==> src/hdl/kvd_pkg.sv <==
// Shared types and constants for the key/value record deframer.
// Used by kvd_parser, kvd_out_buf and kv_record_vlq_deframer; depends on nothing.
`default_nettype none

package kvd_pkg;

  // Decoded length width and VLQ layout.
  localparam int LenW         = 32;
  localparam int VlqShift     = 7;
  localparam int VlqMaxBytes  = (LenW + VlqShift - 1) / VlqShift;
  localparam int VlqLastShift = VlqShift * (VlqMaxBytes - 1);
  localparam int VlqLastBits  = LenW - VlqLastShift;
  localparam int CntW         = 3;

  // Result kinds.
  typedef enum logic [1:0] {
    KindKey    = 2'd0,
    KindValue  = 2'd1,
    KindEmpty  = 2'd2,
    KindStatus = 2'd3
  } kind_e;

  // File status codes.
  typedef enum logic [1:0] {
    StClean    = 2'd0,
    StPartial  = 2'd1,
    StTrunc    = 2'd2,
    StOverflow = 2'd3
  } status_e;

  // One payload or empty-record result.
  typedef struct packed {
    kind_e             kind;
    logic [7:0]        payload_byte;
    logic              record_done;
    logic [LenW-1:0]   key_length;
    logic [LenW-1:0]   value_length;
  } rec_t;

  // Everything one input byte produces: an optional record result and an
  // optional file status result, in that order.
  typedef struct packed {
    logic    has_rec;
    rec_t    rec;
    logic    has_stat;
    status_e status;
  } pair_t;

endpackage

`default_nettype wire

==> src/hdl/kvd_parser.sv <==
// Record parser: VLQ length decoding, key/value byte tagging and file status.
// Depends on kvd_pkg for types and constants.
`default_nettype none

module kvd_parser (
  input  wire logic          clk_i,
  input  wire logic          rst_ni,
  input  wire logic          accept_i,
  input  wire logic [7:0]    data_byte_i,
  input  wire logic          end_of_file_i,
  output kvd_pkg::pair_t     pair_o
);

  typedef enum logic [2:0] {
    PhKeyLen = 3'd0,
    PhValLen = 3'd1,
    PhKey    = 3'd2,
    PhVal    = 3'd3,
    PhSkip   = 3'd4
  } phase_e;

  phase_e                       phase_q, phase_d;
  logic [kvd_pkg::LenW-1:0]     acc_q, acc_d;
  logic [kvd_pkg::CntW-1:0]     cnt_q, cnt_d;
  logic [kvd_pkg::LenW-1:0]     key_len_q, key_len_d;
  logic [kvd_pkg::LenW-1:0]     val_len_q, val_len_d;
  logic [kvd_pkg::LenW-1:0]     remain_q, remain_d;

  logic [6:0]                   data7;
  logic                         more;
  logic [4:0]                   shamt;
  logic [kvd_pkg::LenW-1:0]     acc_or;
  logic                         over;
  logic [kvd_pkg::LenW-1:0]     remain_dec;

  // Next state and results for the byte being transferred.
  always_comb begin
    data7      = data_byte_i[6:0];
    more       = data_byte_i[7];
    shamt      = 5'(cnt_q) * 5'(kvd_pkg::VlqShift);
    acc_or     = acc_q | (kvd_pkg::LenW'(data7) << shamt);
    over       = (cnt_q == kvd_pkg::CntW'(kvd_pkg::VlqMaxBytes - 1)) &&
                 (((data7 >> kvd_pkg::VlqLastBits) != 7'd0) || more);
    remain_dec = (remain_q != '0) ? remain_q - kvd_pkg::LenW'(1) : '0;

    phase_d   = phase_q;
    acc_d     = acc_q;
    cnt_d     = cnt_q;
    key_len_d = key_len_q;
    val_len_d = val_len_q;
    remain_d  = remain_q;

    pair_o                  = '0;
    pair_o.rec.kind         = kvd_pkg::KindKey;
    pair_o.rec.payload_byte = data_byte_i;
    pair_o.status           = kvd_pkg::StClean;

    case (phase_q)
      PhKeyLen, PhValLen: begin
        pair_o.rec.payload_byte = 8'd0;
        if (over) begin
          phase_d = PhSkip;
        end else if (more) begin
          acc_d = acc_or;
          cnt_d = cnt_q + kvd_pkg::CntW'(1);
        end else begin
          acc_d = '0;
          cnt_d = '0;
          if (phase_q == PhKeyLen) begin
            key_len_d = acc_or;
            phase_d   = PhValLen;
          end else begin
            val_len_d = acc_or;
            if (key_len_q != '0) begin
              phase_d  = PhKey;
              remain_d = key_len_q;
            end else if (acc_or != '0) begin
              phase_d  = PhVal;
              remain_d = acc_or;
            end else begin
              // Both lengths zero: the record completes on its own.
              pair_o.has_rec          = 1'b1;
              pair_o.rec.kind         = kvd_pkg::KindEmpty;
              pair_o.rec.record_done  = 1'b1;
              pair_o.rec.key_length   = key_len_q;
              pair_o.rec.value_length = acc_or;
              phase_d                 = PhKeyLen;
            end
          end
        end
      end
      PhKey: begin
        pair_o.has_rec  = 1'b1;
        pair_o.rec.kind = kvd_pkg::KindKey;
        remain_d        = remain_dec;
        if (remain_dec == '0) begin
          if (val_len_q != '0) begin
            phase_d  = PhVal;
            remain_d = val_len_q;
          end else begin
            pair_o.rec.record_done  = 1'b1;
            pair_o.rec.key_length   = key_len_q;
            pair_o.rec.value_length = val_len_q;
            phase_d                 = PhKeyLen;
          end
        end
      end
      PhVal: begin
        pair_o.has_rec  = 1'b1;
        pair_o.rec.kind = kvd_pkg::KindValue;
        remain_d        = remain_dec;
        if (remain_dec == '0) begin
          pair_o.rec.record_done  = 1'b1;
          pair_o.rec.key_length   = key_len_q;
          pair_o.rec.value_length = val_len_q;
          phase_d                 = PhKeyLen;
        end
      end
      default: begin
        // Ignore everything until end of file.
        pair_o.rec.payload_byte = 8'd0;
      end
    endcase

    // End of file: report status from the updated state, then start over.
    if (end_of_file_i) begin
      pair_o.has_stat = 1'b1;
      if (phase_d == PhKeyLen && cnt_d == '0) begin
        pair_o.status = kvd_pkg::StClean;
      end else if (phase_d == PhKeyLen || phase_d == PhValLen || phase_d == PhKey) begin
        pair_o.status = kvd_pkg::StPartial;
      end else if (phase_d == PhVal) begin
        pair_o.status = kvd_pkg::StTrunc;
      end else begin
        pair_o.status = kvd_pkg::StOverflow;
      end
      phase_d   = PhKeyLen;
      acc_d     = '0;
      cnt_d     = '0;
      key_len_d = '0;
      val_len_d = '0;
      remain_d  = '0;
    end
  end

  // Parser state advances on every input transfer.
  always_ff @(posedge clk_i or negedge rst_ni) begin
    if (!rst_ni) begin
      phase_q   <= PhKeyLen;
      acc_q     <= '0;
      cnt_q     <= '0;
      key_len_q <= '0;
      val_len_q <= '0;
      remain_q  <= '0;
    end else if (accept_i) begin
      phase_q   <= phase_d;
      acc_q     <= acc_d;
      cnt_q     <= cnt_d;
      key_len_q <= key_len_d;
      val_len_q <= val_len_d;
      remain_q  <= remain_d;
    end
  end

endmodule

`default_nettype wire

==> src/hdl/kvd_out_buf.sv <==
// Result register: holds up to two results of one input byte and sends them
// out one per cycle unless stalled. Depends on kvd_pkg for the result types.
`default_nettype none

module kvd_out_buf (
  input  wire logic            clk_i,
  input  wire logic            rst_ni,
  input  wire logic            load_i,
  input  wire kvd_pkg::pair_t  pair_i,
  output logic                 free_o,
  output logic                 out_valid_o,
  input  wire logic            out_stall_i,
  output logic [1:0]           kind_o,
  output logic [7:0]           payload_byte_o,
  output logic                 record_done_o,
  output logic [31:0]          key_length_o,
  output logic [31:0]          value_length_o,
  output logic [1:0]           status_o,
  output logic                 final_res_o
);

  logic              pend_rec_q, pend_rec_d;
  logic              pend_stat_q, pend_stat_d;
  kvd_pkg::rec_t     rec_q;
  kvd_pkg::status_e  stat_q;
  logic              take;

  // The buffer frees up when it is empty or its last result transfers now.
  always_comb begin
    take        = out_valid_o && !out_stall_i;
    free_o      = !(pend_rec_q || pend_stat_q) || (take && !(pend_rec_q && pend_stat_q));
    pend_rec_d  = pend_rec_q;
    pend_stat_d = pend_stat_q;
    if (load_i) begin
      pend_rec_d  = pair_i.has_rec;
      pend_stat_d = pair_i.has_stat;
    end else if (take) begin
      if (pend_rec_q) begin
        pend_rec_d = 1'b0;
      end else begin
        pend_stat_d = 1'b0;
      end
    end
  end

  always_ff @(posedge clk_i or negedge rst_ni) begin
    if (!rst_ni) begin
      pend_rec_q  <= 1'b0;
      pend_stat_q <= 1'b0;
    end else begin
      pend_rec_q  <= pend_rec_d;
      pend_stat_q <= pend_stat_d;
    end
  end

  // Result payload is captured with the pending flags.
  always_ff @(posedge clk_i) begin
    if (load_i) begin
      rec_q  <= pair_i.rec;
      stat_q <= pair_i.status;
    end
  end

  // The record result goes first, the status result after it.
  always_comb begin
    out_valid_o = pend_rec_q || pend_stat_q;
    if (pend_rec_q) begin
      kind_o         = rec_q.kind;
      payload_byte_o = rec_q.payload_byte;
      record_done_o  = rec_q.record_done;
      key_length_o   = 32'(rec_q.key_length);
      value_length_o = 32'(rec_q.value_length);
      status_o       = kvd_pkg::StClean;
      final_res_o    = !pend_stat_q;
    end else begin
      kind_o         = kvd_pkg::KindStatus;
      payload_byte_o = 8'd0;
      record_done_o  = 1'b0;
      key_length_o   = 32'd0;
      value_length_o = 32'd0;
      status_o       = stat_q;
      final_res_o    = 1'b1;
    end
  end

endmodule

`default_nettype wire

==> src/hdl/kv_record_vlq_deframer.sv <==
// Top level of the key/value snapshot deframer.
// Depends on kvd_pkg, kvd_parser and kvd_out_buf.
//
// Usage: file bytes enter on the input channel (in_valid_i, in_stall_o,
// data_byte_i, end_of_file_i), one byte per transfer, with end_of_file_i
// high on the last byte of a file. Results leave on the output channel
// (out_valid_o, out_stall_i and the result fields). Key and value bytes come
// out tagged by kind; the last payload byte of a record, or a result of its
// own for an empty record, carries record_done_o and both lengths. After the
// end-of-file byte a status result follows and the parser starts a new file.
// final_res_o marks the last result that one input byte produces.
// The first result of an input transfer is registered and goes out in the
// next cycle. The block takes one byte per cycle when not stalled; the parser
// state update is a single pass of VLQ shift-and-OR and a 32-bit down count.
// Only an end-of-file byte that also yields a record result gives two results,
// and the input stalls until the first has gone. A stalled receiver holds the
// result register; in_stall_o rises once the register cannot drain this cycle.
// After reset the parser waits for a key length and no result is pending.
`default_nettype none

module kv_record_vlq_deframer (
  input  wire logic        clk_i,
  input  wire logic        rst_ni,
  input  wire logic        in_valid_i,
  output logic             in_stall_o,
  input  wire logic [7:0]  data_byte_i,
  input  wire logic        end_of_file_i,
  output logic             out_valid_o,
  input  wire logic        out_stall_i,
  output logic [1:0]       kind_o,
  output logic [7:0]       payload_byte_o,
  output logic             record_done_o,
  output logic [31:0]      key_length_o,
  output logic [31:0]      value_length_o,
  output logic [1:0]       status_o,
  output logic             final_res_o
);

  logic            free;
  logic            accept;
  kvd_pkg::pair_t  pair;

  // An input transfer happens whenever the result register can take its output.
  assign in_stall_o = !free;
  assign accept     = in_valid_i && free;

  kvd_parser u_parser (
    .clk_i         (clk_i),
    .rst_ni        (rst_ni),
    .accept_i      (accept),
    .data_byte_i   (data_byte_i),
    .end_of_file_i (end_of_file_i),
    .pair_o        (pair)
  );

  kvd_out_buf u_out_buf (
    .clk_i          (clk_i),
    .rst_ni         (rst_ni),
    .load_i         (accept),
    .pair_i         (pair),
    .free_o         (free),
    .out_valid_o    (out_valid_o),
    .out_stall_i    (out_stall_i),
    .kind_o         (kind_o),
    .payload_byte_o (payload_byte_o),
    .record_done_o  (record_done_o),
    .key_length_o   (key_length_o),
    .value_length_o (value_length_o),
    .status_o       (status_o),
    .final_res_o    (final_res_o)
  );

endmodule

`default_nettype wire
==> config.mk <==
export PLATFORM = sky130hd
export DESIGN_NAME = kv_record_vlq_deframer
export DESIGN_NICKNAME = d
export VERILOG_FILES = /design/src/hdl/kvd_pkg.sv /design/src/hdl/kvd_parser.sv /design/src/hdl/kvd_out_buf.sv /design/src/hdl/kv_record_vlq_deframer.sv
export SDC_FILE = /design/constraint.sdc
export NUM_CORES = 1
export LEC_CHECK = 0
export BUFFER_PORTS_ARGS = -buffer_cell sky130_fd_sc_hd__buf_2
export CAP_MARGIN = 20
export CORE_MARGIN = 3
export CORE_UTILIZATION = 53
export CTS_BUF_LIST = sky130_fd_sc_hd__clkbuf_8
export DETAILED_ROUTE_END_ITERATION = 10
export GPL_TIMING_DRIVEN = 0
export PLACE_DENSITY = 0.72
export SLEW_MARGIN = 20
export SYNTH_ARGS = -nofsm -noshare
export SYNTH_HDL_FRONTEND = slang
export SYNTH_HIERARCHICAL = 1
export SYNTH_SLANG_ARGS = --single-unit
==> constraint.sdc <==
create_clock -name clk_i -period 5.6 [get_ports clk_i]
set_input_delay 0.84 -clock clk_i [delete_from_list [all_inputs] [get_ports clk_i]]
set_output_delay 0.84 -clock clk_i [all_outputs]
set_load 0.005 [all_outputs]
==> metrics.txt <==
Die Y=156 microns; Pre-antenna DRT Iters=6; number of enable flip-flop cells after synthesis=77; signal arrival time at the worst endpoint=5.73 ns; remaining max-slew budget at the tightest pin=21.1%; global-route wire length before repair=58.7 mm; post-detailed-route count of antenna-violating nets=0; Crit path largest cell delay=0.99 ns; CTS clk-pin slew, worst paths=0.06 ns; Slew Viols, Final=0; cell breakdown of the critical path=fa_1 > ha_1 > fa_1 > clkbuf_1 > nor3_1 > a221oi_1 > nand4_1 > nor4_4 > nand3_1 > o31ai_1 > a32oi_1 > o31a_1; P&R area growth vs syn=13.7%; Reg area=0.00572 sq mm; Main synth FF type=sky130_fd_sc_hd__dfrtp_1; area of the core=0.0220 sq mm; TritonCTS clock tree=done; average routed wire per standard cell=23.0 microns; VDD IR-drop max=0.337 mV; total CTS buffers=37; commonest cells after routing, fill and taps aside=sky130_fd_sc_hd__and2_1 (155), sky130_fd_sc_hd__dfrtp_1 (136), sky130_fd_sc_hd__buf_2 (104), sky130_fd_sc_hd__nor2_1 (102), sky130_fd_sc_hd__nand2_1 (100); highest clock rate=184 MHz; commonest non-fill, non-tap cell in the layout=sky130_fd_sc_hd__and2_1; via density per instance=6.35; kind of start point of the critical path=register; average cell area after synthesis=9.71 sq um; area taken by multi-input logic gates=0.00583 sq mm; number of hold-slack violations in the final timing report=0; level count of the clock H-tree=2; # Max-Cap Violations=0; weighted congestion reported at the end of routability-driven placement=0.968; share of synthesized flip-flops with an asynchronous set or reset=63.8%; number of synthesized register bits=213; leakage power of the design=6.03 nW; share of final-layout standard cells stronger than drive strength 1=18.0%; cell count after synthesis=1234; proportion of synthesized chip area in sequential cells=47.7%; latest clock arrival within the worst-skew pair=0.55 ns; number of antenna violations at the first check in global routing=0; initial core utilization=54.4%; DPL Wire Length=28.8 mm; Total Nets Final=1387; WS Path Type=reg -> reg; port buffer count=91; maximum net fanout on the critical path=10; die area=0.0244 sq mm; RSZ-0062 raised after global routing=no; clock sink count=213; Util after Layout=61.8%; nets in the synthesized netlist=1255; clock skew after layout=0.0331 ns; sum of negative setup slack=0 ns; site row count=54; outcome=completed; Post-CTS Setup Inserts=0; worst path required time=5.89 ns; pin count of the biggest net entering global routing=71; aggregate global-route resource usage=31.3%; P per Cell Area=599 mW/mm^2; root cell of the clock tree=sky130_fd_sc_hd__clkbuf_8; Most Frequent Cell on Critical Path=sky130_fd_sc_hd__fa_1; Setup-failing EPs final=0; synth unique cells=81; Hold/Removal Path Class=in -> async; via count of the routed design=10600; ANT cells=0; transition at the pin with the smallest max-transition slack=1.18 ns; wirelength, routed=38.4 mm; Tmin final=5.44 ns; global route overflow=0; type of destination of the critical path=register; I/O Pins=93; maximum count of clock buffers along a single path=3; Filler Cells Inserted=1934; netlist area before placement=0.0120 sq mm; register-to-register setup slack=0.16 ns; count of routing violations after the opening detailed-route iteration=1188; die extent in x=156 microns; detailed-route DRC error count=0; number of global-route vias before repair=9972; Crit-path slowest cell=sky130_fd_sc_hd__a221oi_1; number of warnings reported in the yosys synthesis log=6; crit share post-route=97.2%
-- layer usage --
| metal | wire length [microns] | up-vias | part of all wire, % | track usage, % |
|---|---|---|---|---|
| met1 | 15400 | 5153 | 40 | 42.0 |
| li1 | - | 4771 | - | - |
| met4 | 1850 | 0 | 4.8 | 12.5 |
| met3 | 3730 | 106 | 9.7 | 6.64 |
| met5 | 0 | - | 0 | 0 |
| met2 | 17400 | 592 | 45 | 50.1 |
-- synth_stat cells (6+ instances only) --
| cell type | number | area (sq um) |
|---|---|---|
| sky130_fd_sc_hd__a211oi_1 | 16 | 120 |
| sky130_fd_sc_hd__a21oi_1 | 81 | 405 |
| sky130_fd_sc_hd__a22o_1 | 9 | 78.8 |
| sky130_fd_sc_hd__a31oi_1 | 16 | 100 |
| sky130_fd_sc_hd__a32oi_1 | 6 | 52.6 |
| sky130_fd_sc_hd__and2_1 | 156 | 976 |
| sky130_fd_sc_hd__and3_1 | 7 | 43.8 |
| sky130_fd_sc_hd__buf_2 | 14 | 70.1 |
| sky130_fd_sc_hd__clkbuf_1 | 56 | 210 |
| sky130_fd_sc_hd__clkbuf_2 | 6 | 30.0 |
| sky130_fd_sc_hd__dfrtp_1 | 136 | 3400 |
| sky130_fd_sc_hd__edfxtp_1 | 77 | 2310 |
| sky130_fd_sc_hd__ha_1 | 6 | 75.1 |
| sky130_fd_sc_hd__inv_1 | 23 | 86.3 |
| sky130_fd_sc_hd__mux2_2 | 39 | 439 |
| sky130_fd_sc_hd__mux2i_1 | 7 | 70.1 |
| sky130_fd_sc_hd__nand2_1 | 100 | 375 |
| sky130_fd_sc_hd__nand2b_1 | 11 | 68.8 |
| sky130_fd_sc_hd__nand3_1 | 11 | 55.1 |
| sky130_fd_sc_hd__nand4_1 | 18 | 113 |
| sky130_fd_sc_hd__nor2_1 | 102 | 383 |
| sky130_fd_sc_hd__nor2b_1 | 9 | 56.3 |
| sky130_fd_sc_hd__nor3_1 | 26 | 130 |
| sky130_fd_sc_hd__nor4_1 | 27 | 169 |
| sky130_fd_sc_hd__nor4_2 | 7 | 87.6 |
| sky130_fd_sc_hd__o21ai_0 | 62 | 310 |
| sky130_fd_sc_hd__o21ai_1 | 11 | 55.1 |
| sky130_fd_sc_hd__o22ai_1 | 10 | 62.6 |
| sky130_fd_sc_hd__o31a_1 | 7 | 61.3 |
| sky130_fd_sc_hd__o31ai_1 | 49 | 368 |
| sky130_fd_sc_hd__or2_2 | 11 | 68.8 |
| sky130_fd_sc_hd__or4_1 | 7 | 52.6 |
| sky130_fd_sc_hd__xnor2_1 | 9 | 78.8 |
| sky130_fd_sc_hd__xor2_1 | 8 | 70.1 |
-- state kept, by name, summed over array words and instances, names as in the netlist --
| name | flops |
|---|---|
| u_parser/remain_q | 32 |
| u_parser/phase_q | 3 |
| u_out_buf/stat_q | 2 |
| u_parser/cnt_q | 3 |
| u_out_buf/rec_q | 75 |
| u_parser/key_len_q | 32 |
| u_parser/val_len_q | 32 |
| u_out_buf/pend_rec_q | 1 |
| u_parser/acc_q | 32 |
| u_out_buf/pend_stat_q | 1 |
-- where the power goes --
group | internal [W] | total (W) | switching, W | leakage, nW
Combinational | 0.00144 | 0.00457 | 0.00313 | 2.94
Sequential | 0.00188 | 0.00215 | 0.000269 | 2.65
Clock | 0.000816 | 0.00144 | 0.000620 | 0.439
Total | 0.00414 | 0.00816 | 0.00402 | 6.03
-- critical path, delay by kind of cell, from the launching register on --
| family | cells | cell delay [ns] |
|---|---|---|
| compound gates | 4 | 2.03 |
| buf+inv | 1 | 0.33 |
| flops | 1 | 0.49 |
| fa+ha+maj | 3 | 1.39 |
| simple gates | 4 | 0.95 |
-- per-stage QoR --
step	hold slack [ns]	area, sq um	instances	power [W]	worst slack (ns)
after floorplan	0.450	12000	1234	0.00512	0.506
after global placement	0.468	12800	1605	0.00655	-1.49
after detailed placement	0.483	12900	1607	0.00655	0.188
after CTS	0.275	13600	1673	0.00801	0.159
after global routing	0.294	13600	1673	0.00857	0.0111
final	0.268	13600	1673	0.00816	0.157
-- kinds of logic after synthesis --
| group | after synthesis | share of synthesized area (%) |
|---|---|---|
| flip-flops | 213 | 47.7 |
| multiplexers | 50 | 4.93 |
| XOR/XNOR | 17 | 1.24 |
| buffers and inverters | 106 | 3.81 |
| adder cells (fa/ha/maj) | 8 | 0.961 |
| AO/OA/AOI/OAI | 311 | 17.0 |
| AND/OR/NAND/NOR | 529 | 24.3 |
-- cell type report --
cell class,count,area share [%]
plain buffers,83,2.72
clock buffers,45,4.55
clock inverters,21,1.00
inverters,23,0.634
multi-input cells,915,42.8
flip-flops and latches,213,42.0
well taps,280,2.57
repair buffers,93,3.77
-- what timing repair did --
item	4_1_cts	5_1_grt
setup endpoints to repair	0	40
hold endpoints to repair	0	0
gates resized for setup	0	2
hold buffers	0	0
-- final timing paths --
check                                                    to                      startpoint  cells past startpoint
setup / recovery              u_out_buf/stat_q[1]$_DFFE_PP_   u_parser/cnt_q[0]$_DFFE_PN0P_                     12
hold / removal             u_parser/remain_q[7]$_DFFE_PN0P_                          rst_ni                      1
setup reg to reg              u_out_buf/stat_q[1]$_DFFE_PP_   u_parser/cnt_q[0]$_DFFE_PN0P_                     12
hold reg to reg              u_parser/acc_q[21]$_DFFE_PN0P_  u_parser/acc_q[21]$_DFFE_PN0P_                      2
max in group asynchronous    u_parser/acc_q[19]$_DFFE_PN0P_                          rst_ni                      2
min in group clk_i           u_parser/acc_q[21]$_DFFE_PN0P_  u_parser/acc_q[21]$_DFFE_PN0P_                      2
Note: power is estimated with default switching activity, not from simulation.
